===== src/hdl/eacc_pkg.sv =====
// Shared widths, register indexes, reset values and coding constants for the encoder CC block.
package eacc_pkg;

	localparam int ENC_IDX_W  = 3;
	localparam int DELTA_W    = 16;
	localparam int TIME_W     = 32;
	localparam int CTRL_W     = 7;
	localparam int CC_W       = 7;
	localparam int DEB_W      = 8;
	localparam int WIN_W      = 10;
	localparam int CFG_IDX_W  = 2;
	localparam int CFG_DATA_W = 10;
	localparam int PROD_W     = DELTA_W + WIN_W;
	localparam int SAT_W      = 6;

	localparam int ENC_COUNT_DEF = 8;

	localparam logic [CFG_IDX_W-1:0] REG_FIRST_CONTROL = 2'd0;
	localparam logic [CFG_IDX_W-1:0] REG_DEBOUNCE_MS   = 2'd1;
	localparam logic [CFG_IDX_W-1:0] REG_ACCEL_WINDOW  = 2'd2;

	localparam logic [CTRL_W-1:0] FIRST_CONTROL_RST = 7'd16;
	localparam logic [DEB_W-1:0]  DEBOUNCE_RST      = 8'd2;
	localparam logic [WIN_W-1:0]  ACCEL_WINDOW_RST  = 10'd100;

	localparam logic [SAT_W-1:0] SAT_LIMIT = 6'd63;
	localparam logic [CC_W-1:0]  NEG_BASE  = 7'd64;

endpackage


===== src/hdl/eacc_if.sv =====
// Valid/ready channel interfaces for encoder reports, CC results and register writes.
interface eacc_report_if;
	logic                                valid;
	logic                                ready;
	logic [eacc_pkg::ENC_IDX_W-1:0]      encoder_index;
	logic signed [eacc_pkg::DELTA_W-1:0] rotation_delta;
	logic [eacc_pkg::TIME_W-1:0]         now_ms;

	modport source (output valid, encoder_index, rotation_delta, now_ms, input ready);
	modport sink (input valid, encoder_index, rotation_delta, now_ms, output ready);
endinterface

interface eacc_cc_if;
	logic                          valid;
	logic                          ready;
	logic [eacc_pkg::CTRL_W-1:0]   control_number;
	logic [eacc_pkg::CC_W-1:0]     cc_value;

	modport source (output valid, control_number, cc_value, input ready);
	modport sink (input valid, control_number, cc_value, output ready);
endinterface

interface eacc_cfg_if;
	logic                            valid;
	logic                            ready;
	logic [eacc_pkg::CFG_IDX_W-1:0]  index;
	logic [eacc_pkg::CFG_DATA_W-1:0] data;

	modport source (output valid, index, data, input ready);
	modport sink (input valid, index, data, output ready);
endinterface


===== src/hdl/eacc_ram.sv =====
// Generic single-write, single-read RAM with registered read data.
module eacc_ram #(
	parameter int WIDTH = 32,
	parameter int DEPTH = 8,
	parameter int AW    = (DEPTH > 1) ? $clog2(DEPTH) : 1
) (
	input  logic             clk,
	input  logic             we,
	input  logic [AW-1:0]    waddr,
	input  logic [WIDTH-1:0] wdata,
	input  logic             re,
	input  logic [AW-1:0]    raddr,
	output logic [WIDTH-1:0] rdata
);
	logic [WIDTH-1:0] mem_q [DEPTH];
	logic [WIDTH-1:0] rdata_q;

	always_ff @(posedge clk) begin
		if (we) begin
			mem_q[waddr] <= wdata;
		end
		if (re) begin
			rdata_q <= mem_q[raddr];
		end
	end

	assign rdata = rdata_q;
endmodule


===== src/hdl/eacc_div.sv =====
// Restoring divider, one quotient bit per cycle, for window over elapsed time.
module eacc_div (
	input  logic                       clk,
	input  logic                       arst_n,
	input  logic                       start,
	input  logic [eacc_pkg::WIN_W-1:0] dividend,
	input  logic [eacc_pkg::WIN_W-1:0] divisor,
	output logic                       busy,
	output logic                       done,
	output logic [eacc_pkg::WIN_W-1:0] quotient
);
	import eacc_pkg::*;

	localparam int CW = $clog2(WIN_W);

	logic [WIN_W-1:0] rem_q;
	logic [WIN_W-1:0] quo_q;
	logic [WIN_W-1:0] dsr_q;
	logic [CW-1:0]    cnt_q;
	logic             busy_q;
	logic             done_q;
	logic [WIN_W:0]   rem_shift;
	logic [WIN_W+1:0] diff;
	logic             neg;

	// shift in next dividend bit, trial subtract
	assign rem_shift = {rem_q, quo_q[WIN_W-1]};
	assign diff      = {1'b0, rem_shift} - {2'b00, dsr_q};
	assign neg       = diff[WIN_W+1];

	always_ff @(posedge clk or negedge arst_n) begin
		if (!arst_n) begin
			busy_q <= 1'b0;
			done_q <= 1'b0;
			cnt_q  <= '0;
		end else begin
			done_q <= 1'b0;
			if (start) begin
				busy_q <= 1'b1;
				cnt_q  <= '0;
				rem_q  <= '0;
				quo_q  <= dividend;
				dsr_q  <= divisor;
			end else if (busy_q) begin
				rem_q <= neg ? rem_shift[WIN_W-1:0] : diff[WIN_W-1:0];
				quo_q <= {quo_q[WIN_W-2:0], ~neg};
				cnt_q <= cnt_q + 1'b1;
				if (cnt_q == CW'(WIN_W - 1)) begin
					busy_q <= 1'b0;
					done_q <= 1'b1;
				end
			end
		end
	end

	assign busy     = busy_q;
	assign done     = done_q;
	assign quotient = quo_q;
endmodule


===== src/hdl/encoder_accel_relative_cc.sv =====
// An unaccelerated report passes S_TIME, S_MUL and S_OUT before its CC item shows; one
// that goes through the divider also waits in S_DIV until the divider is done. Reports
// are taken only in S_IDLE, so the serial divider holds off the next one; debounced
// reports go back to idle from S_TIME, zero counts and out-of-range indexes stay idle.
// An untaken CC item holds the next item in S_OUT, and so the report channel, until taken.
// Reset (arst_n low, async): registers 16 / 2 / 100, timestamps read zero, nothing pending.
module encoder_accel_relative_cc #(
	parameter int ENC_COUNT = eacc_pkg::ENC_COUNT_DEF
) (
	input logic         clk,
	input logic         arst_n,
	eacc_report_if.sink report,
	eacc_cc_if.source   cc,
	eacc_cfg_if.sink    cfg
);
	import eacc_pkg::*;

	localparam int AW = (ENC_COUNT > 1) ? $clog2(ENC_COUNT) : 1;

	typedef enum logic [2:0] {
		S_IDLE,
		S_TIME,
		S_DIV,
		S_MUL,
		S_OUT
	} state_t;

	state_t state_q;

	// configuration registers
	logic [CTRL_W-1:0] first_control_q;
	logic [DEB_W-1:0]  debounce_q;
	logic [WIN_W-1:0]  window_q;

	// item context
	logic [ENC_IDX_W-1:0] idx_q;
	logic [AW-1:0]        addr_q;
	logic                 neg_q;
	logic [DELTA_W-1:0]   mag_q;
	logic [TIME_W-1:0]    now_q;
	logic                 accel_q;
	logic [PROD_W-1:0]    prod_q;

	// result register
	logic              cc_valid_q;
	logic [CTRL_W-1:0] cc_ctrl_q;
	logic [CC_W-1:0]   cc_value_q;
	logic              cc_load;

	// timestamp store: RAM plus valid bits so unwritten entries read as zero
	logic [ENC_COUNT-1:0] tvalid_q;
	logic [TIME_W-1:0]    ram_rdata;
	logic                 ram_we;

	logic                report_acc;
	logic                in_range;
	logic [TIME_W-1:0]   old_time;
	logic [TIME_W-1:0]   elapsed;
	logic                debounced;
	logic                accel;
	logic                div_start;
	logic                div_busy;
	logic                div_done;
	logic [WIN_W-1:0]    div_quo;
	logic [WIN_W-1:0]    factor;
	logic [SAT_W-1:0]    sat_mag;
	logic [CC_W-1:0]     value;

	assign report.ready = (state_q == S_IDLE);
	assign report_acc   = report.valid && report.ready;
	assign in_range     = 32'(report.encoder_index) < ENC_COUNT;

	// elapsed time, modulo 2^32; only valid in S_TIME when RAM data has arrived
	assign old_time  = tvalid_q[addr_q] ? ram_rdata : '0;
	assign elapsed   = now_q - old_time;
	assign debounced = elapsed <= TIME_W'(debounce_q);
	assign accel     = elapsed < TIME_W'(window_q);
	assign ram_we    = (state_q == S_TIME);
	assign div_start = (state_q == S_TIME) && !debounced && accel;

	eacc_ram #(
		.WIDTH (TIME_W),
		.DEPTH (ENC_COUNT),
		.AW    (AW)
	) u_time_ram (
		.clk   (clk),
		.we    (ram_we),
		.waddr (addr_q),
		.wdata (now_q),
		.re    (report_acc),
		.raddr (AW'(report.encoder_index)),
		.rdata (ram_rdata)
	);

	// elapsed is below the window here, so its low bits are the whole value
	eacc_div u_div (
		.clk      (clk),
		.arst_n   (arst_n),
		.start    (div_start),
		.dividend (window_q),
		.divisor  (elapsed[WIN_W-1:0]),
		.busy     (div_busy),
		.done     (div_done),
		.quotient (div_quo)
	);

	assign factor  = accel_q ? div_quo : WIN_W'(1);
	// saturate the magnitude, then code sign as 64 plus magnitude
	assign sat_mag = (prod_q > PROD_W'(SAT_LIMIT)) ? SAT_LIMIT : prod_q[SAT_W-1:0];
	assign value   = neg_q ? (NEG_BASE + CC_W'(sat_mag)) : CC_W'(sat_mag);

	// load the result register once it is empty or being drained this cycle
	assign cc_load = (state_q == S_OUT) && (!cc_valid_q || cc.ready);

	// configuration writes; indexes beyond the list are dropped
	assign cfg.ready = 1'b1;

	always_ff @(posedge clk or negedge arst_n) begin
		if (!arst_n) begin
			first_control_q <= FIRST_CONTROL_RST;
			debounce_q      <= DEBOUNCE_RST;
			window_q        <= ACCEL_WINDOW_RST;
		end else if (cfg.valid && cfg.ready) begin
			case (cfg.index)
				REG_FIRST_CONTROL: first_control_q <= cfg.data[CTRL_W-1:0];
				REG_DEBOUNCE_MS:   debounce_q      <= cfg.data[DEB_W-1:0];
				REG_ACCEL_WINDOW:  window_q        <= cfg.data[WIN_W-1:0];
				default:           ;
			endcase
		end
	end

	always_ff @(posedge clk or negedge arst_n) begin
		if (!arst_n) begin
			tvalid_q <= '0;
		end else if (ram_we) begin
			tvalid_q[addr_q] <= 1'b1;
		end
	end

	// sequencer: state, item context and the result register
	always_ff @(posedge clk or negedge arst_n) begin
		if (!arst_n) begin
			state_q    <= S_IDLE;
			cc_valid_q <= 1'b0;
		end else begin
			if (cc_load) begin
				cc_valid_q <= 1'b1;
			end else if (cc_valid_q && cc.ready) begin
				cc_valid_q <= 1'b0;
			end
			case (state_q)
				S_IDLE: begin
					// drop zero counts and unknown encoders without touching state
					if (report_acc && report.rotation_delta != '0 && in_range) begin
						idx_q   <= report.encoder_index;
						addr_q  <= AW'(report.encoder_index);
						neg_q   <= report.rotation_delta[DELTA_W-1];
						mag_q   <= report.rotation_delta[DELTA_W-1] ?
						           DELTA_W'(-report.rotation_delta) :
						           DELTA_W'(report.rotation_delta);
						now_q   <= report.now_ms;
						state_q <= S_TIME;
					end
				end
				S_TIME: begin
					// timestamp is written this cycle whatever the outcome
					accel_q <= accel;
					if (debounced) begin
						state_q <= S_IDLE;
					end else if (accel) begin
						state_q <= S_DIV;
					end else begin
						state_q <= S_MUL;
					end
				end
				S_DIV: begin
					if (div_done) begin
						state_q <= S_MUL;
					end
				end
				S_MUL: begin
					prod_q  <= PROD_W'(mag_q) * PROD_W'(factor);
					state_q <= S_OUT;
				end
				S_OUT: begin
					// hold until the result register is free
					if (cc_load) begin
						cc_ctrl_q  <= first_control_q + CTRL_W'(idx_q);
						cc_value_q <= value;
						state_q    <= S_IDLE;
					end
				end
				default: begin
					state_q <= S_IDLE;
				end
			endcase
		end
	end

	assign cc.valid          = cc_valid_q;
	assign cc.control_number = cc_ctrl_q;
	assign cc.cc_value       = cc_value_q;

	// a new report is never taken while the divider still works on the last one
	a_ready_not_div: assert property (@(posedge clk) disable iff (!arst_n)
		report.ready |-> !div_busy)
		else $error("report accepted while divider busy");

	// the divider finishes only while the sequencer waits for it
	a_done_in_div: assert property (@(posedge clk) disable iff (!arst_n)
		div_done |-> state_q == S_DIV)
		else $error("divider done outside divide state");

	// a zero count leaves the sequencer idle
	a_zero_dropped: assert property (@(posedge clk) disable iff (!arst_n)
		(report_acc && report.rotation_delta == '0) |=> state_q == S_IDLE)
		else $error("zero count started processing");

	// a nonzero count never codes as zero or bare negative base
	a_value_nonzero: assert property (@(posedge clk) disable iff (!arst_n)
		cc.valid |-> (cc.cc_value != '0 && cc.cc_value != NEG_BASE))
		else $error("illegal relative CC value");

endmodule

===== src/flat_wrapper.sv =====
// flat-port wrapper written by rule: the top's interface ports become plain ports
module encoder_accel_relative_cc_flat import eacc_pkg::*;
#(
	parameter int ENC_COUNT = eacc_pkg::ENC_COUNT_DEF
)
  (clk, arst_n, report_valid, report_encoder_index, report_rotation_delta, report_now_ms, report_ready, cc_valid, cc_control_number, cc_cc_value, cc_ready, cfg_valid, cfg_index, cfg_data, cfg_ready);
  eacc_report_if report_i ();
  eacc_cc_if cc_i ();
  eacc_cfg_if cfg_i ();
  input logic clk;
  input logic arst_n;
  input wire logic [$bits(report_i.valid)-1:0] report_valid;
  input wire logic [$bits(report_i.encoder_index)-1:0] report_encoder_index;
  input wire logic [$bits(report_i.rotation_delta)-1:0] report_rotation_delta;
  input wire logic [$bits(report_i.now_ms)-1:0] report_now_ms;
  output wire logic [$bits(report_i.ready)-1:0] report_ready;
  output wire logic [$bits(cc_i.valid)-1:0] cc_valid;
  output wire logic [$bits(cc_i.control_number)-1:0] cc_control_number;
  output wire logic [$bits(cc_i.cc_value)-1:0] cc_cc_value;
  input wire logic [$bits(cc_i.ready)-1:0] cc_ready;
  input wire logic [$bits(cfg_i.valid)-1:0] cfg_valid;
  input wire logic [$bits(cfg_i.index)-1:0] cfg_index;
  input wire logic [$bits(cfg_i.data)-1:0] cfg_data;
  output wire logic [$bits(cfg_i.ready)-1:0] cfg_ready;
  assign report_i.valid = report_valid;
  assign report_i.encoder_index = report_encoder_index;
  assign report_i.rotation_delta = report_rotation_delta;
  assign report_i.now_ms = report_now_ms;
  assign report_ready = report_i.ready;
  assign cc_valid = cc_i.valid;
  assign cc_control_number = cc_i.control_number;
  assign cc_cc_value = cc_i.cc_value;
  assign cc_i.ready = cc_ready;
  assign cfg_i.valid = cfg_valid;
  assign cfg_i.index = cfg_index;
  assign cfg_i.data = cfg_data;
  assign cfg_ready = cfg_i.ready;
  encoder_accel_relative_cc #(.ENC_COUNT(ENC_COUNT)) u_core (.clk(clk), .arst_n(arst_n), .report(report_i), .cc(cc_i), .cfg(cfg_i));
endmodule

===== config.mk =====
export PLATFORM = sky130hd
export DESIGN_NAME = encoder_accel_relative_cc_flat
export DESIGN_NICKNAME = d
export VERILOG_FILES = /design/src/hdl/eacc_pkg.sv /design/src/hdl/eacc_if.sv /design/src/hdl/eacc_ram.sv /design/src/hdl/eacc_div.sv /design/src/hdl/encoder_accel_relative_cc.sv /design/src/flat_wrapper.sv
export SDC_FILE = /design/constraint.sdc
export NUM_CORES = 1
export LEC_CHECK = 0
export ABC_CLOCK_PERIOD_IN_PS = 5200
export BUFFER_PORTS_ARGS = -buffer_cell sky130_fd_sc_hd__buf_2
export CAP_MARGIN = 15
export CORE_MARGIN = 8
export CORE_UTILIZATION = 50
export CTS_CLUSTER_DIAMETER = 50
export CTS_CLUSTER_SIZE = 10
export DETAILED_ROUTE_END_ITERATION = 12
export GPL_TIMING_DRIVEN = 1
export PLACE_DENSITY = 0.69
export SYNTH_ARGS = -nofsm -noshare
export SYNTH_HDL_FRONTEND = slang
export SYNTH_SLANG_ARGS = --single-unit
export TNS_END_PERCENT = 30

===== constraint.sdc =====
create_clock -name clk -period 5.2 [get_ports clk]
set_input_delay 0.78 -clock clk [delete_from_list [all_inputs] [get_ports clk]]
set_output_delay 0.78 -clock clk [all_outputs]
set_load 0.02 [all_outputs]

=== Word level (Yosys, flattened, before mapping) ===
Memory sizes are Yosys's and may differ from the RTL's. A register that Yosys moved wholly into a read port is not among the register bits.
Index checks and enable logic that the tools add are counted.

* Register bits after elaboration: 166
* Bits of input ports: 68
* Output and inout bits: 17
* Memories: 1
* Logic and storage cells: 103
* Bits in writable memories: 256

* Order comparisons: 5
* $add $sub $neg: 6
* Bitwise gates (word level): 2
* Eq/ne operators: 10
* Reduce and logical (&&, ||, !) cells: 25
* Muxes and demuxes: 31
* Multipliers: 1

{| class="wikitable"
|+ Memory list
! name !! words !! bits a word !! read ports !! clocked after memory_dff !! write ports !! line !! RTL
|-
| u_core.u_time_ram.mem_q || 8 || 32 || 1 || 1 || 1 || eacc_ram.sv:15 || <nowiki>logic [WIDTH-1:0] mem_q [DEPTH];</nowiki>
|}

{| class="wikitable"
|+ Operators with widths
! operator !! count
|-
| $mux W10 || 5
|-
| $le A32 B8 Y1 || 1
|-
| $lt A32 B10 Y1 || 1
|-
| $mux W32 || 1
|-
| $sub A32 B32 Y32 || 1
|-
| $gt A26 B6 Y1 const B || 1
|-
| $mul A16 B10 Y26 || 1
|-
| $neg A16 Y16 || 1
|-
| $reduce_bool A16 Y1 || 1
|-
| $mux W15 || 1
|-
| $pmux W3 S5 || 1
|-
| $reduce_and A2 Y1 || 7
|-
| $mux W1 || 13
|-
| $mux W3 || 4
|-
| $mux W6 || 2
|-
| $sub A11 B10 Y12 || 1
|-
| $reduce_and A3 Y1 || 3
|-
| $mux W4 || 2
|-
| $or A8 B8 Y8 || 1
|-
| $add A7 B3 Y7 || 1
|-
| $add A7 B6 Y7 const A || 1
|-
| $logic_and A1 B1 Y1 || 7
|-
| $eq A3 B2 Y1 const B || 2
|-
| $add A4 B1 Y4 const B || 1
|-
| 17 further kinds || 20
|}

=== Longest topological paths before layout ===
Gate-level depths: netlist (run 1).

* Word-level depth: 10
* Gate-level depth with buffers: 25
* Mapped depth without buffers: 23

=== Modules after synthesis ===
Synthesis (run 1) repeated with hierarchy kept, for this count alone.

* Cells, all modules: 1,881
* Area total of the unflattened synthesis: 25,415.6 µm²

{| class="wikitable"
|+ By module, submodules not included
! module !! cells each !! area each (µm²) !! sequential area each (µm²) !! times used
|-
| encoder_accel_relative_cc || 1,303 || 12,655.9 || 3,724.8 || 1
|-
| eacc_ram || 415 || 10,786.6 || 8,648.3 || 1
|-
| eacc_div || 163 || 1,973.1 || 1,051.0 || 1
|}

=== Worst setup path before layout (run 1) ===
Ideal clock, no wire load.

* Kind: reg2reg
* From: register u_core.accel_q
* To: register u_core.prod_q[19] (data pin)
* Setup time: 0.258 ns
* Cell stages (with the launch flop): 24
* Slack: -0.575 ns
* Data required time: 4.942 ns
* Period minus slack after synthesis: 5.775 ns
* Buffers on the path: 2
* Data arrival time: 5.518 ns
* Path through: edfxtp_1 > and2_1 > clkbuf_1 > clkbuf_1 > nand2_1 > fa_1 > inv_1 > fa_1 > fa_1 > fa_1 > inv_1 > fa_1 > inv_1 > ha_1 > or2_2 > a21oi_1 > inv_1 > a21oi_1 > a21oi_1 > a21o_1 > a22o_1 > o21ai_0 > nand2b_1 > xor2_1

* Word-level cells in the longest chain between the ends: 2

{| class="wikitable"
|+ RTL lines
! what !! line !! RTL
|-
| start: declaration || encoder_accel_relative_cc.sv:41 || <nowiki>logic accel_q;</nowiki>
|-
| start signal: assignment || encoder_accel_relative_cc.sv:168 || <nowiki>accel_q <= accel;</nowiki>
|-
| $mux W10 || encoder_accel_relative_cc.sv:107 || <nowiki>assign factor = accel_q ? div_quo : WIN_W'(1);</nowiki>
|-
| $mul A16 B10 Y26 || encoder_accel_relative_cc.sv:183 || <nowiki>prod_q <= PROD_W'(mag_q) * PROD_W'(factor);</nowiki>
|-
| end signal: assignment || encoder_accel_relative_cc.sv:183 ||
|-
| end: declaration || encoder_accel_relative_cc.sv:42 || <nowiki>logic [PROD_W-1:0] prod_q;</nowiki>
|}

Every way passes these cells.
A chain may end at the register's enable or synchronous reset.

=== Final worst setup path (run 1) ===
* From: register u_core.u_div.quo_q[8] (netlist: u_core.u_div.quotient[8])
* To: register u_core.prod_q[19] (data pin)

* Word-level cells in the longest chain between the ends: 2

{| class="wikitable"
|+ RTL lines
! what !! line !! RTL
|-
| start: declaration || eacc_div.sv:17 || <nowiki>logic [WIN_W-1:0] quo_q;</nowiki>
|-
| start signal: assignment || eacc_div.sv:42 || <nowiki>quo_q <= dividend;</nowiki>
|-
| start signal: assignment || eacc_div.sv:46 || <nowiki>quo_q <= {quo_q[WIN_W-2:0], ~neg};</nowiki>
|-
| $mux W10 || encoder_accel_relative_cc.sv:107 ||
|-
| $mul A16 B10 Y26 || encoder_accel_relative_cc.sv:183 ||
|}

Every way passes these cells.

==> metrics.log, run 1 <==
INFO  metric route.detailed.drc = 0
INFO  metric tritoncts = yes
INFO  metric synth_fp_nets = ~2100
INFO  metric report.final.slew_viol_count = 0
INFO  metric final_hold_viol_count = 0
INFO  metric finalCriticalPeriod = 5.45 ns
INFO  metric mean_syn_cell_area = 13.6 sq um
INFO  metric synth_mux_area_share = 9.66%
INFO  metric fillCellCount = 3739
INFO  metric worst_clock_skew = 0.0215 ns
INFO  metric cellInternalPower = 9.43 mW
INFO  metric cts_hold_buffers = 0
INFO  metric worst_setup_path_start_kind = flop
INFO  metric holdWs = between 0.15 and 0.2 ns
INFO  metric power.clock.fraction = around a quarter
INFO  metric clock_sink_count = around 450
INFO  metric power_leakage = ~12 nW
INFO  metric cts_htree_levels = 2
INFO  metric hold_path.class = primary input to async pin
INFO  metric n_antenna_cell = 0
INFO  metric dominant_combinational_cell_family_by_area_after_synthesis = adder cells
INFO  metric reg2reg_from = u_core.u_div.quotient[8]
INFO  metric sum_of_overflow_across_all_layers_after_global_routing = 0
INFO  metric dp_hpwl = just over 40 mm
INFO  metric route.final.wire_length = 57.8 mm
INFO  metric number_of_distinct_library_cells_after_synthesis = 69
INFO  metric most_used_cell_cp = sky130_fd_sc_hd__fa_1
INFO  metric fraction_of_the_cycle_the_final_worst_path_needs = 105%
INFO  metric antenna_found_initial = 1
INFO  metric floorplan.initialDensity = 50.8%
INFO  metric path_cells = and2_4, nand2_1, fa_1, inv_1, fa_1, inv_1, fa_1, inv_1, fa_1, inv_1, fa_1, inv_2, ha_4, or2_4, a21oi_4, a21oi_4, a21o_1, a22o_1, o21ai_1, nand2b_1, xor2_1
INFO  metric layout-drive-gt1-share = 30.6%
INFO  metric fmax = 184 MHz
INFO  metric worst-path-buf-inv = 5
INFO  metric setup.worst_path.start = u_core.u_div.quotient[8]
INFO  metric routedLengthMet1 = 24.2 mm
INFO  metric grt_max_degree = 38
INFO  metric finalSetupViolCount = 48
INFO  metric net_switching_power_of_the_design = 4.72 mW
INFO  metric place.port_buffers = 83
INFO  metric async_reset_ff_share = 9.47%
INFO  metric synth-simple-area-share = 8.98%
INFO  metric cell_type_with_the_highest_aggregate_area_in_the_netlist = sky130_fd_sc_hd__edfxtp_1
INFO  metric placeable_core_region = 49100 sq um
INFO  metric grt_pass1_vias = around 17000
INFO  metric cp-end-kind = flop
INFO  metric synth_largest_type_area_fraction = roughly half
INFO  metric numCtsBuffers = 56
INFO  metric dieHeight = 239 um
INFO  metric vias = around 16000
INFO  metric remaining_antenna_violation_count = 0
INFO  metric final_critical_path_setup_slack = -0.247 ns
INFO  metric ys_dominant_reg_cell = sky130_fd_sc_hd__edfxtp_1
INFO  metric rsz0062_at_grt = yes
INFO  metric power.combinational.fraction = 41.4%
INFO  metric vias_per_cell = 5.54
INFO  metric synth_fa_ha_area_share = 15.4%
INFO  metric detailed_place.area = 27800 sq um
INFO  metric critPathArrivalTime = 5.81 ns
INFO  metric synth.yosys.seq_area_share = 53.9%
INFO  metric detailedRoute.firstIterationViolations = 1010
INFO  metric grt_overall_usage = between 20 and 25%
INFO  metric synth-edff-count = 411
INFO  metric timing.setup.critical_path_class = flop to flop
INFO  metric syn2layout_area_growth = 21.2%
INFO  metric critPathTopFamily = adder cells
INFO  metric ys_seq_elements = 454
INFO  metric total_power = 14.2 mW
INFO  metric violations = setup timing
INFO  metric total_area_of_multi_input_combinational_cells = 11300 sq um
INFO  metric final_design_area_no_fill = 30200 sq um
INFO  metric power_density = between 400 and 500 nW/um^2
INFO  metric cts.clk_slew.worst_paths = about 0.060 ns
INFO  metric place.gp.congestion = 0.885
INFO  metric detailroute.wirelength.met2 = around 29 mm
INFO  metric max_slew_margin = 28.2%
INFO  metric dpl_worst_slack = -0.442 ns
INFO  metric syn-instance-count = 1837
INFO  metric cts_buffer_depth = 3
INFO  metric worstSkewPairLatency = 0.61 ns
INFO  metric top_layer = met5
INFO  metric final_util = 61.5%
INFO  metric cp.required = roughly 5.6 ns
INFO  metric worst_ir_drop_vdd = 313 uV
INFO  metric nets_finish = approximately 2400
INFO  metric outcome = complete, but fails checks
INFO  metric worst_slew_pin_slew = between 1 and 1.5 ns
INFO  metric placementRows = 81
INFO  metric final_cell_mix = 411 x sky130_fd_sc_hd__edfxtp_1, 206 x sky130_fd_sc_hd__buf_4, 168 x sky130_fd_sc_hd__inv_1
INFO  metric seq_power_share = 33.4%
INFO  metric grt_first_pass_wirelength = 91.2 mm
INFO  metric power.share.switching = 33.3%
INFO  metric cts.root.buffer_cell = sky130_fd_sc_hd__clkbuf_16
INFO  metric i_o_pin_cnt = 85
INFO  metric timing.critical_path.slowest_stage_cell = sky130_fd_sc_hd__edfxtp_1
INFO  metric ys_warn_count = 0
INFO  metric first_pass_iteration_count_of_the_detailed_router = 5
INFO  metric floorplan.die_area = 57200 sq um
INFO  metric wl_per_cell = 20.5 um
INFO  metric critPathMaxStageDelay = 0.62 ns
INFO  metric seq_area = ~13000 sq um
INFO  metric synth-compound-area-share = 5.96%
INFO  metric maxCapViolCount = 0
INFO  metric die-width = 239 um
INFO  metric cp_max_fo = 7
INFO  metric mappedNetlistArea = 24900 sq um
INFO  metric met3RoutedLength = 2.63 mm
INFO  metric layout_commonest_cell = sky130_fd_sc_hd__edfxtp_1
INFO  metric post_synth_main_area_contributors = sky130_fd_sc_hd__edfxtp_1 50%, sky130_fd_sc_hd__fa_1 9.1%, sky130_fd_sc_hd__ha_1 6.3%, sky130_fd_sc_hd__mux4_2 5.9%, sky130_fd_sc_hd__dfrtp_1 3.8%
INFO  metric synth_xor_area_share = 2.22%
## final timing paths
kind / to / slack, ns / cells after the start
max in group asynchronous: u_core.window_q[2] / 4.13 / 2
min in group clk: u_core.now_q[25] / 0.34 / 1
worst max-delay path: u_core.prod_q[19] / -0.25 / 21
worst min-delay path: u_core.window_q[7] / 0.16 / 1
worst min register to register: u_core.cc.cc_value[6] / 0.43 / 0
worst max register to register: u_core.prod_q[19] / -0.25 / 21
## worst register-to-register path: stages, from the launching register on
cell and delay, ns:
sky130_fd_sc_hd__edfxtp_1 0.62, sky130_fd_sc_hd__and2_4 0.26, sky130_fd_sc_hd__nand2_1 0.08, sky130_fd_sc_hd__fa_1 0.53
sky130_fd_sc_hd__inv_1 0.06, sky130_fd_sc_hd__fa_1 0.53, sky130_fd_sc_hd__inv_1 0.06, sky130_fd_sc_hd__fa_1 0.53
sky130_fd_sc_hd__inv_1 0.05, sky130_fd_sc_hd__fa_1 0.53, sky130_fd_sc_hd__inv_1 0.05, sky130_fd_sc_hd__fa_1 0.49
sky130_fd_sc_hd__inv_2 0.05, sky130_fd_sc_hd__ha_4 0.18, sky130_fd_sc_hd__or2_4 0.27, sky130_fd_sc_hd__a21oi_4 0.14
sky130_fd_sc_hd__a21oi_4 0.09, sky130_fd_sc_hd__a21o_1 0.18, sky130_fd_sc_hd__a22o_1 0.21, sky130_fd_sc_hd__o21ai_1 0.11
sky130_fd_sc_hd__nand2b_1 0.08, sky130_fd_sc_hd__xor2_1 0.14
## cell usage after synthesis (12+ instances only)
master,n
sky130_fd_sc_hd__edfxtp_1,411
sky130_fd_sc_hd__inv_1,181
sky130_fd_sc_hd__nand2_1,160
sky130_fd_sc_hd__ha_1,125
sky130_fd_sc_hd__fa_1,113
sky130_fd_sc_hd__mux2_2,68
sky130_fd_sc_hd__and3_1,67
sky130_fd_sc_hd__mux4_2,65
sky130_fd_sc_hd__a21oi_1,64
sky130_fd_sc_hd__nor2_1,63
sky130_fd_sc_hd__clkbuf_1,55
sky130_fd_sc_hd__xnor2_1,47
sky130_fd_sc_hd__o21ai_0,41
sky130_fd_sc_hd__dfrtp_1,38
sky130_fd_sc_hd__a21o_1,26
sky130_fd_sc_hd__nand3_1,26
sky130_fd_sc_hd__nand2b_1,24
sky130_fd_sc_hd__nor3_1,21
sky130_fd_sc_hd__and2_1,20
sky130_fd_sc_hd__a211oi_1,16
sky130_fd_sc_hd__buf_1,16
sky130_fd_sc_hd__xor2_1,16
sky130_fd_sc_hd__or2_2,14
sky130_fd_sc_hd__o21a_1,13
sky130_fd_sc_hd__mux2i_1,12
## state kept, by name, summed over array words and instances (netlist names)
register                  cells
u_core.u_div.quotient        10
u_core.accel_q                1
u_core.u_time_ram.mem_q     256
u_core.window_q              10
u_core.u_div.rem_q           10
u_core.mag_q                 16
u_core.state_q                3
u_core.cc.control_number      7
u_core.u_time_ram.rdata      32
u_core.u_div.done             1
u_core.tvalid_q               8
u_core.addr_q                 3
u_core.u_div.dsr_q           10
u_core.u_div.cnt_q            4
u_core.u_div.busy             1
u_core.prod_q                26
u_core.cc.valid               1
u_core.first_control_q        7
u_core.now_q                 32
u_core.neg_q                  1
u_core.cc.cc_value            7
u_core.debounce_q             8
## power by group through the flow
stage                     Clock (mW)  Sequential, mW  Combinational [mW]
final                           3.56            4.73                5.86
after global routing            3.77            4.76                6.46
after CTS                       3.63            4.72                5.56
after detailed placement           0            4.79                5.33
after global placement             0            4.77                5.24
after floorplan                    0            4.70                3.41
## metal layers
layer  GRT usage [%]  up-vias
met4            7.21        2
met3            3.37       94
met1            25.4     7930
met2            35.4      350
met5               0        -
li1                -     7251
## cell families (layout without fill, tap and decap cells)
group | count (synthesis) | after routing
XOR/XNOR | 63 | 63
AO/OA/AOI/OAI | 228 | 228
AND/OR/NAND/NOR | 448 | 449
other | 1 | 1
adder cells (fa/ha/maj) | 238 | 238
multiplexers | 150 | 150
buffers and inverters | 255 | 574
flip-flops | 454 | 454
## cell type report
type	count	share of cell area (%)
repair buffers	308	7.59
clock buffers	76	5.27
flip-flops and latches	454	44.5
inverters	181	2.25
multi-input cells	1129	37.4
clock inverters	9	0.311
well taps	664	2.75
## repair_timing
item / CTS / global route
endpoints found under the hold margin: 0 / 0
buffers inserted: 14 / 4
endpoints found under the setup margin: 58 / 63
pin swaps: 41 / 46
gates resized for setup: 53 / 74
cloned: 2 / 2
## stage by stage
step,cells,setup TNS (ns)
floorplan,1837,-0.00483
global placement,2714,-9.78
detailed placement,2714,-11.21
CTS,2815,-7.76
global route,2821,-19.40
finish,2821,-6.91
Power figures use the tool's default switching activity.
==> inputs of run 2 (changes only) <==
--- a/config.mk
+++ b/config.mk
@@ -8,7 +8,7 @@
 export ABC_CLOCK_PERIOD_IN_PS = 5200
 export BUFFER_PORTS_ARGS = -buffer_cell sky130_fd_sc_hd__buf_2
 export CAP_MARGIN = 15
-export CORE_MARGIN = 8
+export CORE_MARGIN = 5
 export CORE_UTILIZATION = 50
 export CTS_CLUSTER_DIAMETER = 50
 export CTS_CLUSTER_SIZE = 10
@@ -18,4 +18,3 @@
 export SYNTH_ARGS = -nofsm -noshare
 export SYNTH_HDL_FRONTEND = slang
 export SYNTH_SLANG_ARGS = --single-unit
-export TNS_END_PERCENT = 30
==> run 2 against run 1 <==
The flow still finishes with violations (setup timing). Count of clock-buffer cells in the layout down 3. Cell area up 0.90%. Power up 1.5%. Register-to-register slack worse by 0.08 ns. Sequential share of layout area down 0.40 points. Critical path type unchanged. Critical path depth down 1. Sequential power about the same. Combinational power up 3%.
==> metrics.log, run 2 (same netlist as run 1, synthesis figures left out) <==
INFO  metric outcome = complete, but fails checks
INFO  metric violations = setup timing
INFO  metric max_slew_margin = 30.4% (+2.2 points)
INFO  metric cp_max_fo = 8 (+1)
INFO  metric route.final.wire_length = 58.8 mm (+1.8%)
INFO  metric layout_commonest_cell = sky130_fd_sc_hd__edfxtp_1
INFO  metric vias_per_cell = 5.56 (+0.29%)
INFO  metric syn2layout_area_growth = 22.3%
INFO  metric grt_max_degree = 66 (+74%)
INFO  metric instances_no_fill = 2839 (+0.64%)
INFO  metric timing.reg2reg.setup_slack = -0.33 ns (-0.08 ns)
INFO  metric timing.critical_path.slowest_stage_cell = sky130_fd_sc_hd__mux4_2
INFO  metric dp_hpwl = 40.2 mm (-1.9%)
INFO  metric placeable_core_region = 49200 sq um (+0.21%)
INFO  metric tritoncts = yes
INFO  metric n_antenna_cell = 0 (unchanged)
INFO  metric i_o_pin_cnt = 85 (unchanged)
INFO  metric worst_slew_pin_slew = 1.04 ns (-0.0324 ns)
INFO  metric detailedRoute.firstIterationViolations = 965 (-4.5%)
INFO  metric critPathTopFamily = compound AO/OA/AOI/OAI gates
INFO  metric floorplan.die_area = 54400 sq um (-5.0%)
INFO  metric worst-path-stages = 20 (-4.8%)
INFO  metric worst-path-buf-inv = 6 (+1)
INFO  metric fmax = 181 MHz (-1.4%)
INFO  metric hold_path.class = primary input to async pin
INFO  metric worst_r2r_endpoint = u_core.u_div.quotient[3]
INFO  metric antenna_found_initial = 0 (-1)
INFO  metric path_cells = mux2_4, mux4_2, buf_8, buf_8, nand2_1, ha_1, o211ai_1, a21o_1, a211oi_4, buf_4, o311a_1, a221o_1, or4_4, a2111oi_4, nand4_1, buf_4, nor4_4, buf_6, buf_12, mux2_4
INFO  metric cts_buffer_depth = 3 (unchanged)
INFO  metric rsz0062_at_grt = yes
INFO  metric cp-end-kind = flop
INFO  metric cp.required = 5.56 ns (about the same)
INFO  metric worstSkewPairLatency = 0.62 ns (about the same)
INFO  metric worst_setup_path_start_kind = flop
INFO  metric dieHeight = 233 um (-2.5%)
INFO  metric final_design_area_no_fill = 30500 sq um (+0.90%)
INFO  metric first_pass_iteration_count_of_the_detailed_router = 6 (+1)
INFO  metric worstRegToRegCells = 20 (-4.8%)
INFO  metric power_density = 471 nW/um^2 (+0.57%)
INFO  metric placed_cells_incl_taps = 2711 (-0.11%)
INFO  metric worst_ir_drop_vdd = 274 uV (-12%)
INFO  metric remaining_antenna_violation_count = 0 (unchanged)
INFO  metric finalCriticalPeriod = 5.53 ns (+0.0781 ns)
INFO  metric die-width = 233 um (-2.5%)
INFO  metric sum_of_overflow_across_all_layers_after_global_routing = 0 (unchanged)
INFO  metric grt_pass1_vias = 16900 (+0.33%)
INFO  metric route.detailed.drc = 0 (unchanged)
INFO  metric critPathArrivalTime = 5.88 ns (+0.07 ns)
INFO  metric critPathMaxStageDelay = 0.55 ns (-0.07 ns)
INFO  metric cts.clk_slew.worst_paths = 0.06 ns (about the same)
INFO  metric final_cell_mix = 411 x sky130_fd_sc_hd__edfxtp_1, 203 x sky130_fd_sc_hd__buf_4, 164 x sky130_fd_sc_hd__inv_1
INFO  metric detailed_place.area = 27700 sq um (about the same)
INFO  metric grt_overall_usage = 21.9% (+1.6 points)
INFO  metric fillCellCount = 3677 (-1.7%)
INFO  metric largest_reg_flops = 256 (unchanged)
INFO  metric power_leakage = 12.3 nW (+1.2%)
INFO  metric floorplan.initialDensity = 50.7% (-0.10 points)
INFO  metric cts.root.buffer_cell = sky130_fd_sc_hd__clkbuf_16
INFO  metric worst_clock_skew = 0.0266 ns (+0.00510 ns)
INFO  metric final_critical_path_setup_slack = -0.325 ns (-0.0781 ns)
INFO  metric timing.setup.critical_path_class = flop to flop
INFO  metric wl_per_cell = 20.7 um (+1.1%)
INFO  metric grt_first_pass_wirelength = 93.0 mm (+2.0%)
INFO  metric numCtsBuffers = 58 (+3.6%)
INFO  metric clock_sink_count = 454 (unchanged)
INFO  metric final_hold_viol_count = 0 (unchanged)
INFO  metric report.final.slew_viol_count = 0 (unchanged)
INFO  metric cts_htree_levels = 2 (unchanged)
INFO  metric vias = 15800 (+0.93%)
INFO  metric reg2reg_from = u_core.addr_q[2]
INFO  metric place.gp.congestion = 0.915 (+3.4%)
INFO  metric placementRows = 81 (unchanged)
INFO  metric maxCapViolCount = 0 (unchanged)
INFO  metric largest_register = u_core.u_time_ram.mem_q
INFO  metric nets_finish = 2452 (+0.66%)
INFO  metric place.port_buffers = 83 (unchanged)
INFO  metric finalSetupViolCount = 57 (+19%)
INFO  metric fraction_of_the_cycle_the_final_worst_path_needs = 106% (+1.5 points)
INFO  metric layout-drive-gt1-share = 31.8% (+1.2 points)
## run 2: cell count changes in the layout (fill, tap and decap cells not counted), sizes merged
cell | before | now
buf | 306 | 317
bufinv | 0 | 1
clkbuf | 78 | 77
clkinv | 7 | 9
clkinvlp | 0 | 2
inv | 183 | 185
o21a | 13 | 14
## run 2: cell type report
cell class,instances,area (sq um),area share (%)
sequential,454,13400,44.1
multi-input combinational,1130,11300,37.0
timing repair buffer,321,2540,8.33
clock buffer,73,1550,5.08
tap,664,831,2.73
inverter,181,679,2.23
clock inverter,16,179,0.587
## run 2: power by group
group	leakage (nW)	switching, mW	internal [mW]	total (mW)
Sequential	4.23	0.215	4.51	4.72
Combinational	7.26	3.09	2.92	6.01
Clock	0.836	1.49	2.14	3.63
## run 2: routing by layer
metal / track usage (%) / up-vias / share of wire [%]
met5: 0 / - / 0
met4: 6.81 / 0 / 2.9
met3: 2.88 / 103 / 4.1
met2: 38.2 / 410 / 51
met1: 28.8 / 7992 / 42
li1: - / 7267 / -
## run 2: what timing repair did
action | CTS | global route
hold buffers | 0 | 0
buffers inserted | 18 | 16
pin swaps | 26 | 48
setup endpoints to repair | 57 | 64
resized for setup | 47 | 98
cloned | 3 | 7
## run 2: how the worst max path moves through the flow
stage                                   startpoint                        to
after floorplan                     u_core.accel_q         u_core.prod_q[19]
after global placement    u_core.u_div.quotient[9]         u_core.prod_q[25]
after detailed placement  u_core.u_div.quotient[9]         u_core.prod_q[25]
after CTS                         u_core.addr_q[2]  u_core.u_div.quotient[3]
after global routing                u_core.accel_q         u_core.prod_q[19]
final                             u_core.addr_q[2]  u_core.u_div.quotient[3]
## run 2: per-stage QoR
| stage | setup WS [ns] | util [%] | total power [mW] | hold slack (ns) | TNS, ns |
|---|---|---|---|---|---|
| 2_1_floorplan | -0.00224 | - | 8.10 | 0.400 | -0.00224 |
| 3_3_place_gp | -0.279 | 56.4 | 10.1 | 0.418 | -10.41 |
| 3_5_place_dp | -0.356 | 56.4 | 10.1 | 0.406 | -11.81 |
| 4_1_cts | -0.231 | 60.7 | 14.1 | 0.0832 | -8.60 |
| 5_1_grt | -0.457 | 62.0 | 15.2 | 0.115 | -20.04 |
| 6_report | -0.325 | 62.0 | 14.4 | 0.113 | -11.89 |
